`src/prb_pkg.sv`:
```
// Types and constants shared by the inverse relationship matrix builder.
`default_nettype none
package prb_pkg;

    localparam int ANIMALS_DEF = 64;
    localparam int IDX_W       = 7;
    localparam int DELTA_W     = 5;
    localparam int VAL_W       = 16;
    localparam int OPS         = 6;
    localparam int OPS_W       = 3;
    localparam int CMDQ_DEPTH  = 2;

    localparam logic signed [VAL_W-1:0] VAL_ONE = 16'sd6;
    localparam logic signed [VAL_W-1:0] VAL_MAX = 16'sh7FFF;
    localparam logic signed [VAL_W-1:0] VAL_MIN = 16'sh8000;

    localparam logic signed [DELTA_W-1:0] D_DIAG_BOTH = 5'sd12;
    localparam logic signed [DELTA_W-1:0] D_PAIR_BOTH = -5'sd6;
    localparam logic signed [DELTA_W-1:0] D_PAR_BOTH  = 5'sd3;
    localparam logic signed [DELTA_W-1:0] D_DIAG_ONE  = 5'sd8;
    localparam logic signed [DELTA_W-1:0] D_PAIR_ONE  = -5'sd4;
    localparam logic signed [DELTA_W-1:0] D_PAR_ONE   = 5'sd2;

    typedef struct packed {
        logic       action;
        logic [5:0] animal_index;
        logic [6:0] sire_code;
        logic [6:0] dam_code;
        logic [5:0] read_row;
        logic [5:0] read_col;
    } t_in_beat;

    typedef struct packed {
        logic signed [15:0] entry_value;
        logic               saturated;
    } t_out_beat;

    typedef enum logic [1:0] {
        K_ZERO,
        K_READ,
        K_SET,
        K_BUMP
    } t_kind;

    typedef struct packed {
        logic [IDX_W-1:0]          a;
        logic [IDX_W-1:0]          b;
        logic signed [DELTA_W-1:0] delta;
    } t_op;

    typedef struct packed {
        t_kind              kind;
        logic [OPS_W-1:0]   last;
        t_op [OPS-1:0]      ops;
    } t_cmd;

    typedef enum logic [2:0] {
        ST_CLEAR,
        ST_IDLE,
        ST_RD,
        ST_RDDATA,
        ST_WR,
        ST_DONE
    } t_state;

endpackage
`default_nettype wire

```
`src/prb_front.sv`:
```
// Front end: classifies an input beat into a command with its update list.
`default_nettype none
module prb_front #(
    parameter int ANIMALS = prb_pkg::ANIMALS_DEF
) (
    input  wire prb_pkg::t_in_beat i_beat,
    output prb_pkg::t_cmd          o_cmd
);

    localparam logic [8:0] ANIM9 = 9'(ANIMALS);

    logic                          x_ok;
    logic                          rd_ok;
    logic                          s_known;
    logic                          d_known;
    logic                          s_ok;
    logic                          d_ok;
    logic [prb_pkg::IDX_W-1:0]     x;
    logic [prb_pkg::IDX_W-1:0]     s;
    logic [prb_pkg::IDX_W-1:0]     d;
    logic [prb_pkg::IDX_W-1:0]     p;

    always_comb begin
        x       = prb_pkg::IDX_W'(i_beat.animal_index);
        s       = i_beat.sire_code - 7'd1;
        d       = i_beat.dam_code - 7'd1;
        s_known = i_beat.sire_code != 7'd0;
        d_known = i_beat.dam_code != 7'd0;
        p       = s_known ? s : d;
        x_ok    = 9'(i_beat.animal_index) < ANIM9;
        s_ok    = !s_known || (9'(s) < ANIM9);
        d_ok    = !d_known || (9'(d) < ANIM9);
        rd_ok   = (9'(i_beat.read_row) < ANIM9) && (9'(i_beat.read_col) < ANIM9);

        o_cmd      = '0;
        o_cmd.kind = prb_pkg::K_ZERO;
        if (i_beat.action) begin
            if (rd_ok) begin
                o_cmd.kind     = prb_pkg::K_READ;
                o_cmd.ops[0].a = prb_pkg::IDX_W'(i_beat.read_row);
                o_cmd.ops[0].b = prb_pkg::IDX_W'(i_beat.read_col);
            end
        end else if (x_ok && s_ok && d_ok) begin
            if (!s_known && !d_known) begin
                o_cmd.kind     = prb_pkg::K_SET;
                o_cmd.ops[0].a = x;
                o_cmd.ops[0].b = x;
            end else if (s_known && d_known) begin
                o_cmd.kind   = prb_pkg::K_BUMP;
                o_cmd.last   = prb_pkg::OPS_W'(5);
                o_cmd.ops[0] = '{a: x, b: x, delta: prb_pkg::D_DIAG_BOTH};
                o_cmd.ops[1] = '{a: x, b: s, delta: prb_pkg::D_PAIR_BOTH};
                o_cmd.ops[2] = '{a: d, b: x, delta: prb_pkg::D_PAIR_BOTH};
                o_cmd.ops[3] = '{a: s, b: s, delta: prb_pkg::D_PAR_BOTH};
                o_cmd.ops[4] = '{a: s, b: d, delta: prb_pkg::D_PAR_BOTH};
                o_cmd.ops[5] = '{a: d, b: d, delta: prb_pkg::D_PAR_BOTH};
            end else begin
                o_cmd.kind   = prb_pkg::K_BUMP;
                o_cmd.last   = prb_pkg::OPS_W'(2);
                o_cmd.ops[0] = '{a: x, b: x, delta: prb_pkg::D_DIAG_ONE};
                o_cmd.ops[1] = '{a: x, b: p, delta: prb_pkg::D_PAIR_ONE};
                o_cmd.ops[2] = '{a: p, b: p, delta: prb_pkg::D_PAR_ONE};
            end
        end
    end

endmodule
`default_nettype wire

```
`config.mk`:
```
export PLATFORM = sky130hd
export DESIGN_NAME = prb_front
export DESIGN_NICKNAME = d
export VERILOG_FILES = /design/src/prb_pkg.sv /design/src/prb_front.sv
export SDC_FILE = /design/constraint.sdc
export NUM_CORES = 1
export LEC_CHECK = 0
export ABC_AREA = 1
export BUFFER_PORTS_ARGS = -buffer_cell sky130_fd_sc_hd__buf_4
export CAP_MARGIN = 10
export CORE_UTILIZATION = 41
export DETAILED_ROUTE_END_ITERATION = 10
export PLACE_DENSITY = 0.91
export SETUP_SLACK_MARGIN = 0.5
export SYNTH_ARGS = -nofsm -noshare
export SYNTH_HDL_FRONTEND = slang
export SYNTH_SLANG_ARGS = --single-unit
```
`constraint.sdc`:
```
create_clock -name vclk -period 3.25
set_input_delay 0.1625 -clock vclk [all_inputs]
set_output_delay 0.1625 -clock vclk [all_outputs]
set_load 0.01 [all_outputs]
```
Yosys cells after proc, flatten, opt, wreduce, memory -nomap -nowiden
Cells that the tools add are included.
{ "op_classes": {"reduce_logical": 9, "addsub": 2, "n_lt_le_gt_ge": 2, "muxes": 13} }
{ "ops": {"columns": ["cell", "count"], "rows": [
  ["98-bit 2-to-1 mux", 2],
  ["119-bit 2-to-1 mux", 1],
  ["57-bit 2-to-1 mux", 2],
  ["14-bit 2-to-1 mux", 2],
  ["7-bit less-than comparator, second input constant", 2],
  ["7-bit nonzero test", 2],
  ["7-bit by 1-bit subtractor with 7-bit output, second input constant", 2],
  ["5-bit 2-to-1 mux", 2],
  ["7-bit 2-to-1 mux", 1],
  ["1-bit logical AND", 3],
  ["3-bit 2-to-1 mux", 1],
  ["1-bit logical NOT", 2],
  ["1-bit logical OR", 2],
  ["2-bit 2-to-1 mux", 1],
  ["1-bit 2-to-1 mux", 1]
]} }
{ "word_totals": {"ff_bits": 0, "inputBits": 33} }

Logic depth before layout (Yosys ltp)
Gate-level depths: netlist (run 1).
{ "logic_depth": {"word_depth": 6, "depth_mapped": 13, "mapped_depth_nobuf": 10} }

Worst setup path before layout (run 1)
No wires, ideal clock.
{ "synth_path": {"path_kind": "input to output", "from": "input port i_beat[20] (netlist name)", "to": "output port o_cmd[106] (netlist name)", "path_slack_ns": 1.303, "arrival_ns": 1.784, "stages": 10, "path_buffers": 2, "cell_sequence": "inv_1 ha_1 nand4_2 inv_1 ha_1 buf_6 inv_1 nand4_2 nor2_1 buf_4"} }
{ "synth_lines": {"columns": ["item", "line_no", "source"], "rows": [
  ["start: declaration", "prb_front.sv:6", "input wire prb_pkg::t_in_beat i_beat,"],
  ["end: declaration", "prb_front.sv:7", "output prb_pkg::t_cmd o_cmd"]
]} }

==> flow_metrics.tcl, run 1 <==
set metrics [dict create \
    outcome "completed" \
    min_to "o_cmd[9]" \
    tightest_slew_ps 700 \
    synth.top_cell.area_share_pct 30.9 \
    period_minus_slack_ps 2460 \
    start_util_pct 43.8 \
    routabilityCongestion 0.950 \
    ioPinCount 152 \
    seqCellArea_um2 0 \
    via_count 1758 \
    nFillCells 337 \
    required_ps 3090 \
    grt_overflow 0 \
    insertedDiodeCount 0 \
    worstSetupEndpointType "output pin" \
    hold_violations 0 \
    antenna_found_initial 0 \
    slew_violations 0 \
    antenna_left 0 \
    start_kind "input pin" \
    grt_max_degree 19 \
    top_usage_layer "met2" \
    cts_setup_buffers 0 \
    syn_area_per_cell_um2 5.60 \
    finalSetupTns_ps 0 \
    rsz0062_at_grt "no" \
    worstSetupPathType "in -> out" \
    yosys_warnings 0 \
    min_path_cells 4 \
    ys_seq_area_share_pct 0 \
    die_h_um 62.2 \
    drt_wl_total_um 4350 \
    multi_input_area_um2 938 \
    p_per_area_nw_per_um2 114 \
    grt_pass1_vias 1609 \
    synth_top_family_by_area "simple AND/OR/NAND/NOR gates" \
    maxCapViolCount 0 \
    viasPerCell 4.44 \
    drive_gt1_share_pct 44.6 \
    ctsHoldBuffers 0 \
    seq_cells 0 \
    hp-class "in -> out" \
    grt_util_met1_pct 25.4 \
    crit_fanout 18 \
    synth_area_um2 1480 \
    synthCells 265 \
    synth.area.top_cells "buf_4 31%, nand2_1 15%, nor2_1 12%, inv_1 7.6%, ha_1 5.1%" \
    io_buffers 134 \
    drc 0 \
    fmax_mhz 406 \
    yosysUniqueCellTypes 25 \
    grt_usage_pct 21.6 \
    synth-simple-area-share_pct 47.4 \
    cts-resized-gates 0 \
    max-vdd-ir-drop_mv 0.0528 \
    yosysTopAreaCell "buf_4" \
    muxShareOfSynthArea_pct 0 \
    die_area_um2 3860 \
    grt_first_pass_wirelength_um 7160 \
    power.leakage_nw 1.36 \
    setup_viol 0 \
    period_share_pct 75.8 \
    wire_per_inst_um 11.0 \
    fin_util_pct 62.5 \
    slew_headroom_pct 53.2 \
    finalNetCount 391 \
    dp.final_hpwl_um 3750 \
    core_area_um2 3390 \
    die_w_um 62.2 \
    rows 21 \
    synth_compound_area_share_pct 2.70 \
    drtPass1Iterations 4 \
    use_met3_pct 3.49 \
    yosys.area_share.adder_pct 5.06 \
    synth_xor_xnor_area_share_pct 3.54 \
    met2_usage_pct 41.8 \
    syn_to_final_growth_pct 42.7 \
    min_from "i_beat[4]" \
    drt_iter0_markers 44 \
    arrival_ps 2300 \
    n_clock_buffer 0 \
]
==> routing by layer <==
| layer | wire (µm) | part of all wire [%] |
|---|---|---|
| met5 | 0 | 0 |
| met4 | 18 | 0.41 |
| met3 | 356 | 8.2 |
| met2 | 2270 | 52 |
| met1 | 1700 | 39 |
==> cell families (layout without fill, tap and decap cells) <==
kind of cell / count (synthesis) / after routing
XOR/XNOR: 6 / 6
AND/OR/NAND/NOR: 147 / 147
other: 1 / 18
adder cells (fa/ha/maj): 6 / 6
AO/OA/AOI/OAI: 8 / 8
buffers and inverters: 97 / 165
==> through the flow <==
step                      worst slack, ps  instances  cell area (µm²)  total power, mW  hold slack, ps
after global routing                  531        396             2120            0.263             629
after global placement                898        396             2120            0.237             599
after floorplan                      1300        282             1550            0.159             364
after CTS                             814        396             2120            0.241             603
after detailed placement              814        396             2120            0.240             602
final                                 787        396             2120            0.241             604
==> synthesized netlist by cell type <==
cell type  instances
nand2_1           59
buf_2              1
nand3_4            1
xor2_1             3
nor2_2            10
inv_1             30
nor3_1             4
nand3_2            2
nand4_2            3
nor2_8             1
nand2_2            1
nor2_4             3
ha_1               6
clkbuf_1           2
buf_4             61
a21oi_1            5
xnor2_1            3
o21ai_0            3
clkinv_1           1
buf_6              2
conb_1             1
nand3_1           12
nor2_1            48
nand4_1            2
nand2_4            1
==> where the power goes <==
group          internal (mW)  switching, mW  total [mW]
sequential                 0              0           0
combinational          0.109          0.132       0.241
clock                      0              0           0
total                  0.109          0.132       0.241
==> cell usage in the layout, fill, tap and decap left out, drive strengths merged <==
| master | instances |
|---|---|
| a21oi | 5 |
| xnor2 | 3 |
| o21ai | 3 |
| nand4 | 5 |
| conb | 18 |
| nand3 | 15 |
| inv | 30 |
| nor3 | 4 |
| ha | 6 |
| xor2 | 3 |
| nor2 | 62 |
| buf | 134 |
| nand2 | 61 |
| clkinv | 1 |
==> worst max-delay path, stage by stage <==
cell and delay, ps:
buf_4 90, inv_1 50, ha_1 250, nand4_2 210, ha_1 430, clkinv_1 480
nand3_1 220, nand2_1 120, nor2_1 140, buf_4 140
==> final cells by class <==
cell class	instances	share of cell area [%]
inverter	31	5.49
multi-input combinational	185	44.3
tap	46	2.72
timing repair buffer	134	47.5
==> worst max-delay path by stage <==
stage | from | end | slack (ps) | cells past startpoint
6_report | i_beat[19] | o_cmd[29] | 790 | 10
4_1_cts | i_beat[19] | o_cmd[29] | 810 | 10
5_1_grt | i_beat[19] | o_cmd[29] | 530 | 10
3_5_place_dp | i_beat[19] | o_cmd[29] | 810 | 10
3_3_place_gp | i_beat[19] | o_cmd[29] | 900 | 10
2_1_floorplan | i_beat[20] | o_cmd[106] | 1300 | 10
Note: power is estimated with default switching activity, not from simulation.
==> run 2: changes to the inputs <==
--- a/config.mk
+++ b/config.mk
@@ -8,9 +8,9 @@
 export ABC_AREA = 1
 export BUFFER_PORTS_ARGS = -buffer_cell sky130_fd_sc_hd__buf_4
 export CAP_MARGIN = 10
-export CORE_UTILIZATION = 41
+export CORE_UTILIZATION = 34
 export DETAILED_ROUTE_END_ITERATION = 10
-export PLACE_DENSITY = 0.91
+export PLACE_DENSITY = 0.81
 export SETUP_SLACK_MARGIN = 0.5
 export SYNTH_ARGS = -nofsm -noshare
 export SYNTH_HDL_FRONTEND = slang
==> constraint.sdc (replaced) <==
create_clock -name vclk -period 2
set_input_delay 0.1 -clock vclk [all_inputs]
set_output_delay 0.1 -clock vclk [all_outputs]
set_load 0.01 [all_outputs]
==> flow_metrics.tcl, run 2 (synthesis results as in run 1) <==
set metrics [dict create \
    outcome "completed" \
    p_sw_share_pct 53.6 \
    power.share.clock_pct 0 \
    grt_pass1_vias 1654 \
    hp-class "in -> out" \
    via_count 1893 \
    maxCapViolCount 0 \
    hold_violations 0 \
    cp_common_cell "buf_4" \
    core_area_um2 4090 \
    rows 23 \
    slew_violations 0 \
    combPwrFrac_pct 100.0 \
    rsz0062_at_grt "yes" \
    antenna_found_initial 0 \
    routabilityCongestion 0.869 \
    wire_per_inst_um 12.7 \
    viasPerCell 4.53 \
    ioPinCount 152 \
    drive_gt1_share_pct 59.0 \
    final_cell_mix "110 x buf_4, 54 x nand2_1, 34 x buf_6, 28 x nor2_1, 24 x nor2_4" \
    start_util_pct 36.3 \
    intPower_mw 0.240 \
    drt_wl_total_um 5310 \
    antenna_left 0 \
    pwr-share-seq_pct 0 \
    die_h_um 68.1 \
    drtPass1Iterations 4 \
    insertedDiodeCount 0 \
    drc 0 \
    use_met3_pct 2.50 \
    fmax_mhz 606 \
    arrival_ps 1550 \
    crit_fanout 6 \
    max-vdd-ir-drop_mv 0.107 \
    ctsHoldBuffers 0 \
    path_cells "buf_4 > nor2_4 > nand3_1 > nand2_2 > nand3_4 > nand3_4 > nor2_8 > buf_8 > buf_4 > buf_4 > buf_4" \
    fin_util_pct 69.7 \
    min_from "i_beat[3]" \
    die_w_um 68.1 \
    grt_usage_pct 21.1 \
    required_ps 1900 \
    grt_first_pass_wirelength_um 7580 \
    io_buffers 134 \
    p_total_mw 0.517 \
    setup_viol 0 \
    drt_iter0_markers 50 \
    final_common_cell "buf_4" \
    power.leakage_nw 1.53 \
    dp.final_hpwl_um 4080 \
    period_share_pct 82.6 \
    grt_max_degree 15 \
    top_usage_layer "met2" \
    worstSetupEndpointType "output pin" \
    min_path_cells 4 \
    worstSetupPathType "in -> out" \
    min_to "o_cmd[8]" \
    seq_cells 0 \
    switchingPower_mw 0.277 \
    met2_usage_pct 42.8 \
    syn_to_final_growth_pct 92.0 \
    p_per_area_nw_per_um2 182 \
    seqCellArea_um2 0 \
    slowest_stage "nor2_4" \
    die_area_um2 4630 \
    finalNetCount 409 \
    period_minus_slack_ps 1650 \
    grt_overflow 0 \
    start_kind "input pin" \
    nFillCells 344 \
    slowest_delay_ps 220 \
    grt_util_met1_pct 23.9 \
    n_clock_buffer 0 \
    finalSetupTns_ps 0 \
]
[run 2: cell count changes in the layout (fill, tap and decap cells not counted), sizes merged]
cell   delta
buf      +17
nand2     +1
[run 2: worst max-delay path by stage]
stage / slack (ps) / cells after the start / end / from
after floorplan: 450 / 12 / o_cmd[101] / i_beat[13]
after global placement: 120 / 12 / o_cmd[55] / i_beat[12]
after detailed placement: 90 / 12 / o_cmd[55] / i_beat[12]
after CTS: 360 / 13 / o_cmd[86] / i_beat[12]
after global routing: 280 / 14 / o_cmd[26] / i_beat[12]
final: 350 / 11 / o_cmd[39] / i_beat[15]
[run 2: metal layers]
layer  up-vias  wire length (µm)
li1        937                 -
met1       859              1890
met2        97              2940
met3         0               484
met4         0                 0
met5         -                 0
[run 2: cell type report]
cell class / count / area (µm²) / share of cell area, %
Inverter: 31 / 158 / 5.53
Multi-Input combinational cell: 186 / 1280 / 45.1
Tap cell: 50 / 62.6 / 2.20
Timing Repair Buffer: 151 / 1340 / 47.2
[run 2: power groups by stage]
| stage | logic [mW] | clock network [mW] | registers, mW |
|---|---|---|---|
| final | 0.517 | 0 | 0 |
| after global routing | 0.557 | 0 | 0 |
| after CTS | 0.499 | 0 | 0 |
| after detailed placement | 0.439 | 0 | 0 |
| after global placement | 0.434 | 0 | 0 |
| after floorplan | 0.303 | 0 | 0 |
[run 2: what timing repair did]
action / 4_1_cts / 5_1_grt
setup endpoints to repair: 95 / 99
cloned: 1 / 0
buffers inserted: 15 / 0
pin swaps: 15 / 8
gates resized for setup: 69 / 17
endpoints found under the hold margin: 0 / 0
[run 2: worst max-delay path, delay by kind of cell]
| family | cells | cell delay [ps] |
|---|---|---|
| buf+inv | 5 | 680 |
| simple gates | 6 | 770 |
[run 2: stage by stage]
step	cells	hold WS (ps)	worst slack (ps)	cell area (µm²)
floorplan	282	229	453	1800
global placement	402	473	118	2330
detailed placement	402	479	92.8	2330
CTS	418	480	358	2770
global route	418	494	282	2850
finish	418	477	349	2850
==> run 3: changes to the inputs <==
==> constraint.sdc (replaced) <==
create_clock -name vclk -period 1.3
set_input_delay 0.065 -clock vclk [all_inputs]
set_output_delay 0.065 -clock vclk [all_outputs]
set_load 0.01 [all_outputs]
==> flow_metrics.tcl, run 3 (synthesis results as in run 1) <==
set metrics [dict create \
    drtPass1Iterations 7 \
    seq_cells 0 \
    wire_per_inst_um 21.9 \
    place_area_um2 2800 \
    drive_gt1_share_pct 75.2 \
    insertedDiodeCount 0 \
    ioPinCount 152 \
    max-vdd-ir-drop_mv 0.202 \
    hp-class "in -> out" \
    crit_fanout 3 \
    rsz0062_at_grt "yes" \
    final_common_cell "buf_4" \
    seqCellArea_um2 0 \
    via_count 2620 \
    p_total_mw 1.16 \
    period_minus_slack_ps 1710 \
    slowest_stage "nand2_1" \
    hold_violations 0 \
    core_area_um2 4090 \
    start_util_pct 36.3 \
    whs_ps 438 \
    dp.final_hpwl_um 4320 \
    drt_wl_total_um 10400 \
    finalNetCount 465 \
    power.leakage_nw 1.86 \
    slew_violations 0 \
    drc 0 \
    fin_ws_ps -412 \
    outcome "finished with violations" \
    n_clock_buffer 0 \
    antenna_left 0 \
    path_cells "buf_4 > buf_4 > nor2_1 > nand2_1 > inv_1 > nand2_1 > nand2_1 > nand3_1 > nand3_4 > nand2_8 > nor2_4 > buf_6" \
    grt_overflow 0 \
    p_per_area_nw_per_um2 303 \
    syn_to_final_growth_pct 158 \
    ctsHoldBuffers 0 \
    grt_usage_pct 22.6 \
    final_cell_area_um2 3820 \
    die_h_um 68.1 \
    top_usage_layer "met2" \
    fmax_mhz 584 \
    rows 23 \
    arrival_ps 1650 \
    grt_util_met1_pct 24.5 \
    slowest_delay_ps 170 \
    die_area_um2 4630 \
    die_w_um 68.1 \
    grt_max_degree 14 \
    start_kind "input pin" \
    worstSetupPathType "in -> out" \
    viasPerCell 5.53 \
    routabilityCongestion 0.947 \
    antenna_found_initial 0 \
    use_met3_pct 1.50 \
    period_share_pct 132 \
    io_buffers 134 \
    cp_common_cell "nand2_1" \
    min_path_cells 4 \
    final_cell_mix "107 x buf_4, 95 x buf_6, 34 x nor2_4, 34 x nand2_1, 21 x inv_1" \
    grt_first_pass_wirelength_um 8070 \
    maxCapViolCount 0 \
    grt_pass1_vias 1835 \
    worstSetupEndpointType "output pin" \
    setup_viol 101 \
    required_ps 1240 \
    drt_iter0_markers 171 \
    violations "setup timing" \
    met2_usage_pct 45.7 \
]
[run 3: cell count changes in the layout (fill, tap and decap cells not counted), sizes merged]
| cell | change |
|---|---|
| buf | +57 |
| clkinvlp | +1 |
| inv | -1 |
| nand2 | -1 |
[run 3: timing repair]
item / 4_1_cts / 5_1_grt
pin swaps: 3 / 29
gates cloned: 1 / 0
endpoints found under the setup margin: 101 / 101
gates resized for setup: 72 / 163
setup buffers: 7 / 7
[run 3: where the power goes]
group	internal [mW]	total [mW]	switching, mW
registers	0	0	0
clock network	0	0	0
logic	0.546	1.16	0.611
[run 3: worst paths after layout]
check | startpoint | endpoint
setup / recovery | i_beat[14] | o_cmd[29]
hold / removal | i_beat[2] | o_cmd[7]
[run 3: final cells by class]
cell class / instances / area (µm²)
Tap cell: 50 / 62.6
Fill cell: 122 / 265
Multi-Input combinational cell: 185 / 1610
Inverter: 31 / 163
Timing Repair Buffer: 208 / 1980
[run 3: layer usage]
metal	share of wire (%)	wire, µm
met5	0	0
met4	8.5	878
met3	11	1130
met2	46	4780
met1	34	3570
[run 3: through the flow]
stage,utilization (%),std cells,worst slack [ps],TNS (ps)
4_1_cts,75.8,467,-220,-17080
3_5_place_dp,68.5,459,-355,-31340
3_3_place_gp,68.5,459,-322,-27950
6_report,93.5,474,-412,-28950
2_1_floorplan,-,282,-265,-10950
5_1_grt,93.5,474,-447,-31890
[run 3: worst max-delay path, delay by kind of cell]
kind	cells	cell delay, ps
simple gates	8	1100
buf+inv	4	470
