--- src/prb_pkg.sv ---
// Types and constants shared by the inverse relationship matrix builder.
`default_nettype none
package prb_pkg;

    localparam int ANIMALS_DEF = 64;
    localparam int IDX_W       = 7;
    localparam int DELTA_W     = 5;
    localparam int VAL_W       = 16;
    localparam int OPS         = 6;
    localparam int OPS_W       = 3;
    localparam int CMDQ_DEPTH  = 2;

    localparam logic signed [VAL_W-1:0] VAL_ONE = 16'sd6;
    localparam logic signed [VAL_W-1:0] VAL_MAX = 16'sh7FFF;
    localparam logic signed [VAL_W-1:0] VAL_MIN = 16'sh8000;

    localparam logic signed [DELTA_W-1:0] D_DIAG_BOTH = 5'sd12;
    localparam logic signed [DELTA_W-1:0] D_PAIR_BOTH = -5'sd6;
    localparam logic signed [DELTA_W-1:0] D_PAR_BOTH  = 5'sd3;
    localparam logic signed [DELTA_W-1:0] D_DIAG_ONE  = 5'sd8;
    localparam logic signed [DELTA_W-1:0] D_PAIR_ONE  = -5'sd4;
    localparam logic signed [DELTA_W-1:0] D_PAR_ONE   = 5'sd2;

    typedef struct packed {
        logic       action;
        logic [5:0] animal_index;
        logic [6:0] sire_code;
        logic [6:0] dam_code;
        logic [5:0] read_row;
        logic [5:0] read_col;
    } t_in_beat;

    typedef struct packed {
        logic signed [15:0] entry_value;
        logic               saturated;
    } t_out_beat;

    typedef enum logic [1:0] {
        K_ZERO,
        K_READ,
        K_SET,
        K_BUMP
    } t_kind;

    typedef struct packed {
        logic [IDX_W-1:0]          a;
        logic [IDX_W-1:0]          b;
        logic signed [DELTA_W-1:0] delta;
    } t_op;

    typedef struct packed {
        t_kind              kind;
        logic [OPS_W-1:0]   last;
        t_op [OPS-1:0]      ops;
    } t_cmd;

    typedef enum logic [2:0] {
        ST_CLEAR,
        ST_IDLE,
        ST_RD,
        ST_RDDATA,
        ST_WR,
        ST_DONE
    } t_state;

endpackage
`default_nettype wire

--- src/prb_cmd_fifo.sv ---
// Short command queue between the front end and the back end.
`default_nettype none
module prb_cmd_fifo #(
    parameter int DEPTH = prb_pkg::CMDQ_DEPTH
) (
    input  wire logic          i_clk,
    input  wire logic          i_rst_n,
    input  wire logic          i_push,
    input  wire prb_pkg::t_cmd i_cmd,
    input  wire logic          i_pop,
    output prb_pkg::t_cmd      o_head,
    output logic               o_empty,
    output logic               o_full
);

    localparam int PW = (DEPTH > 1) ? $clog2(DEPTH) : 1;
    localparam int CW = $clog2(DEPTH + 1);

    prb_pkg::t_cmd  r_slot [DEPTH];
    logic [PW-1:0]  r_wptr;
    logic [PW-1:0]  r_rptr;
    logic [CW-1:0]  r_count;

    assign o_head  = r_slot[r_rptr];
    assign o_empty = r_count == CW'(0);
    assign o_full  = r_count == CW'(DEPTH);

    always_ff @(posedge i_clk) begin
        if (i_push) begin
            r_slot[r_wptr] <= i_cmd;
        end
    end

    always_ff @(posedge i_clk) begin
        if (!i_rst_n) begin
            r_wptr  <= '0;
            r_rptr  <= '0;
            r_count <= '0;
        end else begin
            if (i_push) begin
                r_wptr <= (r_wptr == PW'(DEPTH - 1)) ? '0 : r_wptr + PW'(1);
            end
            if (i_pop) begin
                r_rptr <= (r_rptr == PW'(DEPTH - 1)) ? '0 : r_rptr + PW'(1);
            end
            if (i_push && !i_pop) begin
                r_count <= r_count + CW'(1);
            end else if (i_pop && !i_push) begin
                r_count <= r_count - CW'(1);
            end
        end
    end

endmodule
`default_nettype wire

--- config.mk ---
export PLATFORM = sky130hd
export DESIGN_NAME = prb_cmd_fifo
export DESIGN_NICKNAME = d
export VERILOG_FILES = /design/src/prb_pkg.sv /design/src/prb_cmd_fifo.sv
export SDC_FILE = /design/constraint.sdc
export NUM_CORES = 1
export LEC_CHECK = 0
export ABC_CLOCK_PERIOD_IN_PS = 9200
export BUFFER_PORTS_ARGS = -buffer_cell sky130_fd_sc_hd__buf_2
export CAP_MARGIN = 40
export CORE_ASPECT_RATIO = 0.7
export CORE_MARGIN = 5
export CORE_UTILIZATION = 43
export DETAILED_ROUTE_END_ITERATION = 10
export PLACE_DENSITY_LB_ADDON = 0.25
export SLEW_MARGIN = 20
export SYNTH_ARGS = -nofsm -noshare
export SYNTH_HDL_FRONTEND = slang
export SYNTH_SLANG_ARGS = --single-unit
--- constraint.sdc ---
create_clock -name i_clk -period 9.2 [get_ports i_clk]
set_clock_uncertainty 0.1 [all_clocks]
set_input_delay 0.92 -clock i_clk [delete_from_list [all_inputs] [get_ports i_clk]]
set_output_delay 0.92 -clock i_clk [all_outputs]
set_load 0.05 [all_outputs]
-- After elaboration in Yosys (flattened, before gate mapping)
Memory sizes are Yosys's and may differ from the RTL's. A register that Yosys moved wholly into a read port is not among the register bits.
Index checks and enable logic that the tools add are counted.
- register bits: 4
- memory bits (writable): 238
- output and inout port bits: 121
- memories kept: 1
- memory list (memory ; depth ; width ; rd ports ; clocked after memory_dff ; wr ports ; RTL line ; RTL):
    r_slot ; 2 ; 119 ; 1 ; 1 ; 1 ; prb_cmd_fifo.sv:19 ; prb_pkg::t_cmd r_slot [DEPTH];
- add/sub/neg operators: 4
- equality and inequality tests: 1
- mux-type cells: 8
- reductions and logical operators: 6
- operator list (kind ; count):
    1-bit 2-to-1 mux ; 6
    2-bit 2-to-1 mux ; 2
    1-bit adder, second input constant ; 2
    2-bit by 1-bit adder with 2-bit output, second input constant ; 1
    2-bit == test, second input constant ; 1
    1-bit logical AND ; 2
    1-bit zero test ; 2
    2-bit zero test ; 1
    2-bit nonzero test ; 1
    2-bit by 1-bit subtractor with 2-bit output, second input constant ; 1

-- Depth between registers and ports, before layout
Gate-level depths: netlist of run 1.
- depth in word-level cells: 4
- gate-level depth with buffers: 5
- mapped depth without buffers: 5

-- Least setup slack after synthesis of run 1
Ideal clock, no wire load.
- kind: input -> register
- start: in i_push
- end: mem r_slot[0][0] in the netlist's numbering, enable pin
- setup time: 0.613 ns
- arrival: 6.115 ns
- slack: 2.373 ns
- cell stages on the path: 1
- path buffers: 0
- cells stage by stage: nor2b_1
- word-level cells in the longest chain between the ends: 2
- ends and longest elaborated chain (item ; RTL line ; RTL):
    start: declaration ; prb_cmd_fifo.sv:8 ; input wire logic i_push,
    1-bit 2-to-1 mux ; prb_cmd_fifo.sv:29 ; if (i_push) begin
    1-bit 2-to-1 mux (not written as such) ; prb_cmd_fifo.sv:30 ; r_slot[r_wptr] <= i_cmd;
    end: declaration ; prb_cmd_fifo.sv:19 ;
No other way between the ends.

==> flow_summary.json, run 1 <==
{
  "final_total_negative_setup_slack_ns": 0,
  "fp.dieH_um": 130,
  "grt_setup_unrepaired": "no",
  "worstPathMaxFanout": 58,
  "fillers": 1625,
  "yosys_warnings": 0,
  "crit_path_class": "register to primary output",
  "worst_path_max_delay_cell": "sky130_fd_sc_hd__buf_4",
  "route.detailed.wl_per_inst_um": 18.7,
  "post-route-drc-count": 0,
  "ir_drop_mv": 0.235,
  "worstPathCellList": "buf_4, mux2_2, buf_2",
  "synth_nets": 516,
  "globalRouteMet1Util_pct": 20.1,
  "worst-r2r-setup-slack_ns": 7.34,
  "ctsLongestPathBuffers": 3,
  "viasPerCell": 4.77,
  "floorplan.initialDensity_pct": 44.2,
  "leakagePower_uw": 0.00415,
  "busiest_layer": "met2",
  "post-route-min-period_ns": 3.26,
  "synth.avg_cell_area_um2": 22.6,
  "clock_tree.htree_level_count": 1,
  "r2r_cells": 2,
  "timing.rr.end": "r_slot[1][51]",
  "seq_area_frac_synth_pct": 81.9,
  "cts-root-buf": "sky130_fd_sc_hd__clkbuf_16",
  "cp-end-kind": "primary output",
  "die_width_um": 181,
  "fmax_ghz": 0.307,
  "fin_worst_hold_slack_ns": 0.409,
  "launch_point_of_the_worst_reg_to_reg_path": "r_wptr",
  "final.period_utilization_pct": 35.4,
  "drive_above_1_share_pct": 60.1,
  "fp-row-count": 43,
  "worst_slew_pin_slew_ns": 0.769,
  "antenna_found_initial": 3,
  "firstDrtPassIters": 4,
  "critPathBufInv": 2,
  "drt_first_iter_violations": 260,
  "endpoint": "o_head[117]",
  "hold_viol_final": 0,
  "postSynthRegisterBits": 243,
  "place_hpwl_mm": 11.8,
  "run_status": "completed",
  "worstSetupStartpointType": "register",
  "final_setup_violation_count": 0,
  "path_clk_slew_ns": 0.06,
  "cts_tree": "yes",
  "crit_arrival_ns": 2.24,
  "ant_nets": 0,
  "grt_pass1_vias": 4776,
  "globalRouteTotalUtil_pct": 14.2,
  "worst_skew_pair.late_latency_ns": 0.49,
  "hold_path.class": "register to register",
  "number_of_placed_i_o_pins": 244,
  "max_cap_violations": 0,
  "critical_path_required_ns": 8.18,
  "finalWeightedCongestion": 0.759,
  "timing.slew.headroom_pct": 48.7,
  "crit_path_max_incr_delay_ns": 0.62,
  "grt.overflow.total": 0,
  "ys_types": 17,
  "cts_buffers": 24,
  "core_area_um2": 20000,
  "globalRouteMet3Util_pct": 5.04,
  "cpLargestDelayFamily": "buffers and inverters",
  "clock-sinks": 243,
  "finalWirelength_mm": 17.7,
  "placement.io_buffers": 243,
  "design.die.area_um2": 23600,
  "power_per_cell_area_nw_per_um2": 236,
  "maxSlewViolCount": 0,
  "synthesis.instances": 392,
  "dr_total_vias": 4492,
  "fin_nets": 779,
  "post_cts_resize_count": 0,
  "postCtsSetupRepairBufs": 0,
  "grt_start_max_net_pins": 65,
  "worstSetupPathDepth": 3,
  "holdBufCountCts": 0,
  "layout-area-overhead-vs-synth_pct": 25.6,
  "grt_pass1_wl_mm": 26.3,
  "synth_area_um2": 8850,
  "met2_usage_pct": 21.7
}
-- worst register-to-register path, delay by kind of cell, from the launching register on --
family        cells  cell delay (ns)
simple gates      1             0.32
buf+inv           1             0.66
flops             1             0.38
-- sequential cells by signal, summed over array words and instances, names as in the netlist, named ones only --
register and cells:
r_rptr 1, r_wptr 1, r_count 2, r_slot 238
-- worst min-delay path by stage --
stage / from / endpoint / slack (ns) / depth (start not counted)
2_1_floorplan: r_count[1] / r_count[1] / 0.37 / 2
3_3_place_gp: r_count[1] / r_count[1] / 0.38 / 2
3_5_place_dp: r_count[1] / r_count[1] / 0.40 / 2
4_1_cts: r_count[1] / r_count[1] / 0.42 / 2
5_1_grt: r_count[1] / r_count[1] / 0.45 / 2
6_report: r_count[1] / r_count[1] / 0.41 / 2
-- layout make-up --
type	instances	area, µm²	share of cell area [%]
flip-flops and latches	243	7250	65.2
multi-input cells	135	1470	13.2
repair buffers	250	1330	12.0
clock buffers	31	648	5.83
well taps	270	338	3.04
clock inverters	11	78.8	0.709
inverters	1	3.75	0.0338
diodes	1	2.50	0.0225
-- synthesized netlist by cell type --
master                     count  area [µm²]
sky130_fd_sc_hd__nor2_1        1        3.75
sky130_fd_sc_hd__buf_6        12         135
sky130_fd_sc_hd__dfxtp_1       5         100
sky130_fd_sc_hd__a21boi_1      1        7.51
sky130_fd_sc_hd__buf_4         1        7.51
sky130_fd_sc_hd__xor2_1        2        17.5
sky130_fd_sc_hd__o21a_1        1        7.51
sky130_fd_sc_hd__and2_1        4        25.0
sky130_fd_sc_hd__inv_1         1        3.75
sky130_fd_sc_hd__or3_1         1        6.26
sky130_fd_sc_hd__edfxtp_1    238        7150
sky130_fd_sc_hd__ha_1          1        12.5
sky130_fd_sc_hd__xnor2_1       1        8.76
sky130_fd_sc_hd__and2b_2       1        8.76
sky130_fd_sc_hd__o21ai_0       1        5.00
sky130_fd_sc_hd__mux2_2      119        1340
sky130_fd_sc_hd__nor2b_1       2        12.5
-- report_power, final --
group	switching (µW)	total [µW]	internal, µW	leakage [µW]
Clock	380	904	524	0.000356
Combinational	301	420	120	0.00152
Sequential	14.4	1290	1280	0.00228
-- placed cells by master, fill, tap and decap left out --
cell type                   count
sky130_fd_sc_hd__dfxtp_4        1
sky130_fd_sc_hd__and2b_2        1
sky130_fd_sc_hd__edfxtp_1     238
sky130_fd_sc_hd__nor2_1         1
sky130_fd_sc_hd__or3_1          1
sky130_fd_sc_hd__mux2_2       119
sky130_fd_sc_hd__nor2b_4        1
sky130_fd_sc_hd__clkbuf_1       6
sky130_fd_sc_hd__buf_16         3
sky130_fd_sc_hd__xor2_1         2
sky130_fd_sc_hd__clkinv_1       6
sky130_fd_sc_hd__and2_4         1
sky130_fd_sc_hd__o21a_1         1
sky130_fd_sc_hd__diode_2        1
sky130_fd_sc_hd__inv_1          1
sky130_fd_sc_hd__and2_1         3
sky130_fd_sc_hd__o21ai_0        1
sky130_fd_sc_hd__bufinv_16      1
sky130_fd_sc_hd__a21boi_1       1
sky130_fd_sc_hd__dfxtp_1        4
sky130_fd_sc_hd__buf_2        243
sky130_fd_sc_hd__clkinv_2       3
sky130_fd_sc_hd__clkbuf_16     25
sky130_fd_sc_hd__nor2b_1        1
sky130_fd_sc_hd__ha_1           1
sky130_fd_sc_hd__xnor2_1        1
sky130_fd_sc_hd__buf_4          4
sky130_fd_sc_hd__inv_8          1
-- metal layers --
| metal | part of all wire (%) | vias up |
|---|---|---|
| met5 | 0.19 | - |
| met1 | 45 | 2182 |
| li1 | - | 2088 |
| met2 | 45 | 191 |
| met4 | 1.4 | 6 |
| met3 | 8.8 | 25 |
-- kinds of logic after synthesis --
| logic type | after synthesis | synth area share [%] |
|---|---|---|
| buffers and inverters | 14 | 1.65 |
| adders and majority gates | 1 | 0.141 |
| and+or+nand+nor | 9 | 0.636 |
| xor gates and xnor gates | 3 | 0.297 |
| muxes | 119 | 15.1 |
| DFF | 243 | 81.9 |
| AOI/OAI and AO/OA | 3 | 0.226 |
-- stage by stage --
step | cells | utilization (%) | instance area, µm² | total power [µW] | worst slack, ns
after CTS | 938 | 55.1 | 11000 | 2650 | 5.27
after detailed placement | 896 | 51.5 | 10300 | 1740 | 5.82
after global placement | 896 | 51.5 | 10300 | 1730 | 5.85
final | 942 | 55.5 | 11100 | 2620 | 5.94
after global routing | 941 | 55.5 | 11100 | 2720 | 5.85
after floorplan | 392 | - | 8850 | 1640 | 2.37
Power figures use the tool's default switching activity.
==> run 2: changes to the inputs <==
Settings changed: ABC_CLOCK_PERIOD_IN_PS 9200 to 2750.
Clock period 9.2 ns to 2.75 ns, I/O delays scaled along.
==> run 2 against run 1 <==
Net effect: sequential share of layout area is 6.5 points lower; sequential power grew to 3.4 times the previous value; die area stayed put; worst hold slack worse by 0.38 ns; critical path depth stayed put; critical endpoint is now o_head[46]; highest routed layer unchanged.
==> flow_summary.json, run 2 (same netlist as run 1, synthesis figures left out) <==
{
  "run_status": "completed",
  "worstPathMaxFanout": 45,
  "clock-sinks": 243,
  "fin_worst_hold_slack_ns": 0.0238,
  "timing.slew.headroom_pct": 56.2,
  "viasPerCell": 4.68,
  "finalPower_uw": 9000,
  "worstSetupStartpointType": "register",
  "power_per_cell_area_nw_per_um2": 729,
  "cp-end-kind": "primary output",
  "grt.overflow.total": 0,
  "ant_nets": 0,
  "place_hpwl_mm": 11.8,
  "finalWirelength_mm": 18.7,
  "ir_drop_mv": 0.579,
  "crit_arrival_ns": 2.10,
  "drt_first_iter_violations": 163,
  "power.combinational.fraction_pct": 17.0,
  "final_total_negative_setup_slack_ns": 0,
  "fp.dieH_um": 130,
  "floorplan.initialDensity_pct": 44.2,
  "path_clk_slew_ns": 0.06,
  "worst_slew_pin_slew_ns": 0.657,
  "power.share.sequential_pct": 48.3,
  "p_switching_uw": 2360,
  "post-route-drc-count": 0,
  "post-route-min-period_ns": 2.48,
  "grt_start_max_net_pins": 73,
  "firstDrtPassIters": 5,
  "final.period_utilization_pct": 90.2,
  "max_cap_violations": 0,
  "placement.io_buffers": 243,
  "largest_registers": "r_slot (238), r_count (2)",
  "core_area_um2": 20000,
  "grt_setup_unrepaired": "no",
  "antenna_found_initial": 2,
  "cts_buffers": 24,
  "fin_nets": 898,
  "clock_tree.htree_level_count": 1,
  "fmax_ghz": 0.403,
  "crit_path_class": "register to primary output",
  "drive_above_1_share_pct": 51.2,
  "most_frequent_cells_in_the_layout": "243 x sky130_fd_sc_hd__buf_2, 238 x sky130_fd_sc_hd__edfxtp_1, 120 x sky130_fd_sc_hd__dlygate4sd3_1",
  "post_cts_resize_count": 0,
  "design.die.area_um2": 23600,
  "final_setup_violation_count": 0,
  "layout-area-overhead-vs-synth_pct": 39.5,
  "crit_path_max_incr_delay_ns": 0.63,
  "fp-row-count": 43,
  "cts_tree": "yes",
  "maxSlewViolCount": 0,
  "route.detailed.wl_per_inst_um": 17.6,
  "dr_total_vias": 4968,
  "leakagePower_uw": 0.00467,
  "globalRouteTotalUtil_pct": 15.5,
  "grt_pass1_wl_mm": 29.4,
  "worst_path_max_delay_cell": "sky130_fd_sc_hd__dfxtp_4",
  "hold_viol_final": 0,
  "finalWeightedCongestion": 0.744,
  "power.internal_uw": 6640,
  "worstPathCellList": "buf_12, mux2_2, buf_2",
  "worst_skew_pair.late_latency_ns": 0.50,
  "number_of_placed_i_o_pins": 244,
  "critical_path_required_ns": 2.38,
  "antennaDiodeCount": 0,
  "power.share.switching_pct": 26.2,
  "layout.cells.most_common": "sky130_fd_sc_hd__buf_2",
  "ctsLongestPathBuffers": 3,
  "clock_power_share_pct": 34.7,
  "flip_flop_count_of_the_largest_register_all_copies_and_words_added": 238,
  "cts-root-buf": "sky130_fd_sc_hd__clkbuf_16",
  "hold_path.class": "primary input to register",
  "postCtsSetupRepairBufs": 0,
  "die_width_um": 181,
  "holdBufCountCts": 120,
  "largest-register": "r_slot",
  "grt_pass1_vias": 5465
}
## run 2: changes by cell type in the layout (fill, tap and decap cells not counted), sizes merged
cell and change:
diode -1, clkinv +3, inv -1, clkbuf -2, buf -1, dlygate4sd3 +120
bufinv +1
## run 2: cell type report
| class | count | area (µm²) |
|---|---|---|
| inverter | 1 | 3.75 |
| clock inverter | 14 | 124 |
| multi-input combinational | 135 | 1470 |
| tap | 270 | 338 |
| timing repair buffer | 369 | 2520 |
| sequential | 243 | 7250 |
| fill | 1459 | 7670 |
| clock buffer | 29 | 641 |
## run 2: path summary, 6_finish.rpt
path         depth (start not counted)       start       endpoint  slack [ns]
min reg2reg                          2  r_count[1]     r_count[1]        0.42
min                                  3       i_pop       register        0.02
max                                  3    register     o_head[46]        0.27
max reg2reg                          2      r_wptr  r_slot[0][12]        1.22
## run 2: per-stage QoR
step | std cells | cell area (µm²) | setup slack, ns | util [%]
global placement | 898 | 10400 | 0.808 | 51.9
global route | 1061 | 12300 | 0.175 | 61.7
finish | 1061 | 12300 | 0.271 | 61.7
floorplan | 392 | 8860 | 0.126 | -
detailed placement | 898 | 10400 | 0.788 | 51.9
CTS | 1061 | 12300 | 0.253 | 61.7
## run 2: metal layers
metal  vias up  share of wire [%]  track usage [%]
li1       2326                  -                -
met1      2412                 42             20.1
met2       190                 47             26.0
met3        36                8.5             5.10
met4         4                2.2             3.66
met5         -               0.10                0
## run 2: critical path: cells and delay by family, from the launching register on
family	cells	cell delay, ns
flops	1	0.63
buf+inv	2	0.52
mux	1	0.40
## run 2: power by group through the flow
stage	clock (µW)	sequential [µW]	combinational [µW]
6_report	3120	4340	1530
4_1_cts	3200	4340	1540
5_1_grt	3380	4360	1610
2_1_floorplan	0	4400	1070
3_5_place_dp	0	4420	1400
3_3_place_gp	0	4410	1380
==> run 3: changes to the inputs <==
Settings changed: REMOVE_ABC_BUFFERS set to 1, SLEW_MARGIN 20 to 10.
==> run 3 against run 2 <==
Net effect: utilization fell by 0.21 points; first-iteration DRC count is 69% higher; cell count rose by 0.28%; maximum frequency grew 1.4%; largest cell class unchanged; via count increased by 1.7%; global-route usage rose by 0.17 points; clock power is 5% lower; critical endpoint is now o_head[95]; combinational power barely moved; register-to-register slack worse by 0.23 ns; critical path depth is the same; sequential power about the same.
==> flow_summary.json, run 3 (same netlist as run 1, synthesis figures left out) <==
{
  "finalPower_uw": 8850,
  "grt.overflow.total": 0,
  "antenna_found_initial": 1,
  "clock-sinks": 243,
  "worstSetupPathDepth": 3,
  "fin_worst_hold_slack_ns": 0.0363,
  "timing.rr.end": "r_slot[1][30]",
  "cp-end-kind": "primary output",
  "timing.slew.headroom_pct": 55.1,
  "layout-area-overhead-vs-synth_pct": 39.1,
  "finalWeightedCongestion": 0.750,
  "cts_tree": "yes",
  "ir_drop_mv": 0.434,
  "drt_first_iter_violations": 275,
  "clock_tree.htree_level_count": 1,
  "die_width_um": 181,
  "worstPathCellList": "buf_12, mux2_2, buf_2",
  "run_status": "completed",
  "floorplan.initialDensity_pct": 44.2,
  "hold_viol_final": 0,
  "grt_setup_unrepaired": "no",
  "dp_worst_setup_slack_ns": 0.801,
  "final.period_utilization_pct": 88.9,
  "post_cts_resize_count": 0,
  "worst-r2r-setup-slack_ns": 0.99,
  "number_of_placed_i_o_pins": 244,
  "worstPathMaxFanout": 43,
  "leakagePower_uw": 0.00464,
  "layout.cells.most_common": "sky130_fd_sc_hd__buf_2",
  "fp.dieH_um": 130,
  "power_per_cell_area_nw_per_um2": 719,
  "largest_registers": "r_slot (238), r_count (2)",
  "flip_flop_count_of_the_largest_register_all_copies_and_words_added": 238,
  "maxSlewViolCount": 0,
  "finalWirelength_mm": 19.2,
  "cts_buffers": 25,
  "most_frequent_cells_in_the_layout": "243 x sky130_fd_sc_hd__buf_2, 238 x sky130_fd_sc_hd__edfxtp_1, 121 x sky130_fd_sc_hd__dlygate4sd3_1",
  "path_clk_slew_ns": 0.06,
  "critPathBufInv": 2,
  "post-route-min-period_ns": 2.45,
  "multi_input_area_um2": 1470,
  "critical_path_required_ns": 2.38,
  "worst_slack_ns": 0.305,
  "ant_nets": 0,
  "hold_path.class": "primary input to register",
  "place_hpwl_mm": 11.8,
  "grt_pass1_wl_mm": 29.3,
  "r2r_cells": 2,
  "launch_point_of_the_worst_reg_to_reg_path": "r_wptr",
  "fmax_ghz": 0.409,
  "largest-register": "r_slot",
  "placement.io_buffers": 243,
  "crit_path_max_incr_delay_ns": 0.62,
  "worst_skew_pair.late_latency_ns": 0.50,
  "firstDrtPassIters": 4,
  "dr_total_vias": 5054,
  "cts-root-buf": "sky130_fd_sc_hd__clkbuf_16",
  "worst_slew_pin_slew_ns": 0.674,
  "crit_path_class": "register to primary output",
  "final_cells": 1064,
  "max_cap_violations": 0,
  "fin_nets": 900,
  "cpLargestDelayFamily": "flip-flops",
  "viasPerCell": 4.75,
  "route.detailed.wl_per_inst_um": 18.1,
  "globalRouteTotalUtil_pct": 15.7,
  "seq_area_um2": 7250,
  "final_setup_violation_count": 0,
  "worstSetupStartpointType": "register",
  "crit_arrival_ns": 2.07,
  "fillers": 1470,
  "fp-row-count": 43,
  "drive_above_1_share_pct": 50.7,
  "core_area_um2": 20000,
  "worst_path_max_delay_cell": "sky130_fd_sc_hd__dfxtp_4",
  "postCtsSetupRepairBufs": 0,
  "ctsLongestPathBuffers": 3,
  "design.die.area_um2": 23600,
  "dp_cells": 898,
  "endpoint": "o_head[95]",
  "grt_start_max_net_pins": 121,
  "grt_pass1_vias": 5446,
  "post-route-drc-count": 0,
  "holdBufCountCts": 121
}
## run 3: cell types whose count changed in the layout (fill, tap and decap cells not counted)
cell	delta
sky130_fd_sc_hd__bufinv_16	-2
sky130_fd_sc_hd__clkbuf_1	+7
sky130_fd_sc_hd__clkinv_1	-3
sky130_fd_sc_hd__clkinv_2	-2
sky130_fd_sc_hd__clkinv_8	-1
sky130_fd_sc_hd__clkinvlp_4	+1
sky130_fd_sc_hd__diode_2	+1
sky130_fd_sc_hd__dlygate4sd3_1	+1
sky130_fd_sc_hd__inv_6	+1
## run 3: through the flow
step	utilization (%)	setup TNS, ns	area (µm²)
after floorplan	-	-678.09	8710
after global placement	51.9	0	10400
after detailed placement	51.9	0	10400
after CTS	61.5	0	12300
after global routing	61.5	0	12300
final	61.5	0	12300
## run 3: report_power, final
part	internal (µW)	switching, µW	total [µW]
Combinational	513	1030	1540
Sequential	4280	62.2	4340
Clock	1680	1280	2960
Total	6480	2370	8850
## run 3: worst min path at each step
| stage | from | end | slack, ns | cells after the start |
|---|---|---|---|---|
| finish | i_pop | r_rptr | 0.04 | 3 |
| global route | i_push | r_wptr | 0.04 | 3 |
| CTS | i_pop | r_rptr | 0.008 | 3 |
| detailed placement | i_cmd[101] | r_slot[0][101] | 0.37 | 1 |
| global placement | i_cmd[29] | r_slot[0][29] | 0.36 | 1 |
| floorplan | i_cmd[0] | r_slot[0][0] | 0.27 | 0 |
## run 3: layout make-up
type	instances	share of cell area, %
sequential	243	58.9
timing repair buffer	370	20.6
multi-input combinational	135	11.9
clock buffer	36	5.42
tap	270	2.75
clock inverter	8	0.346
inverter	1	0.0305
antenna	1	0.0203
## run 3: routing by layer
metal	global-route usage, %	wire length (µm)	share of wire (%)
met3	4.51	1470	7.7
met2	26.1	9160	48
met4	3.62	362	1.9
met1	20.9	8240	43
met5	0	0	0
## run 3: worst register-to-register path: stages (launching register included)
cell	delay, ns
sky130_fd_sc_hd__dfxtp_1	0.39
sky130_fd_sc_hd__and2_4	0.54
sky130_fd_sc_hd__buf_12	0.34
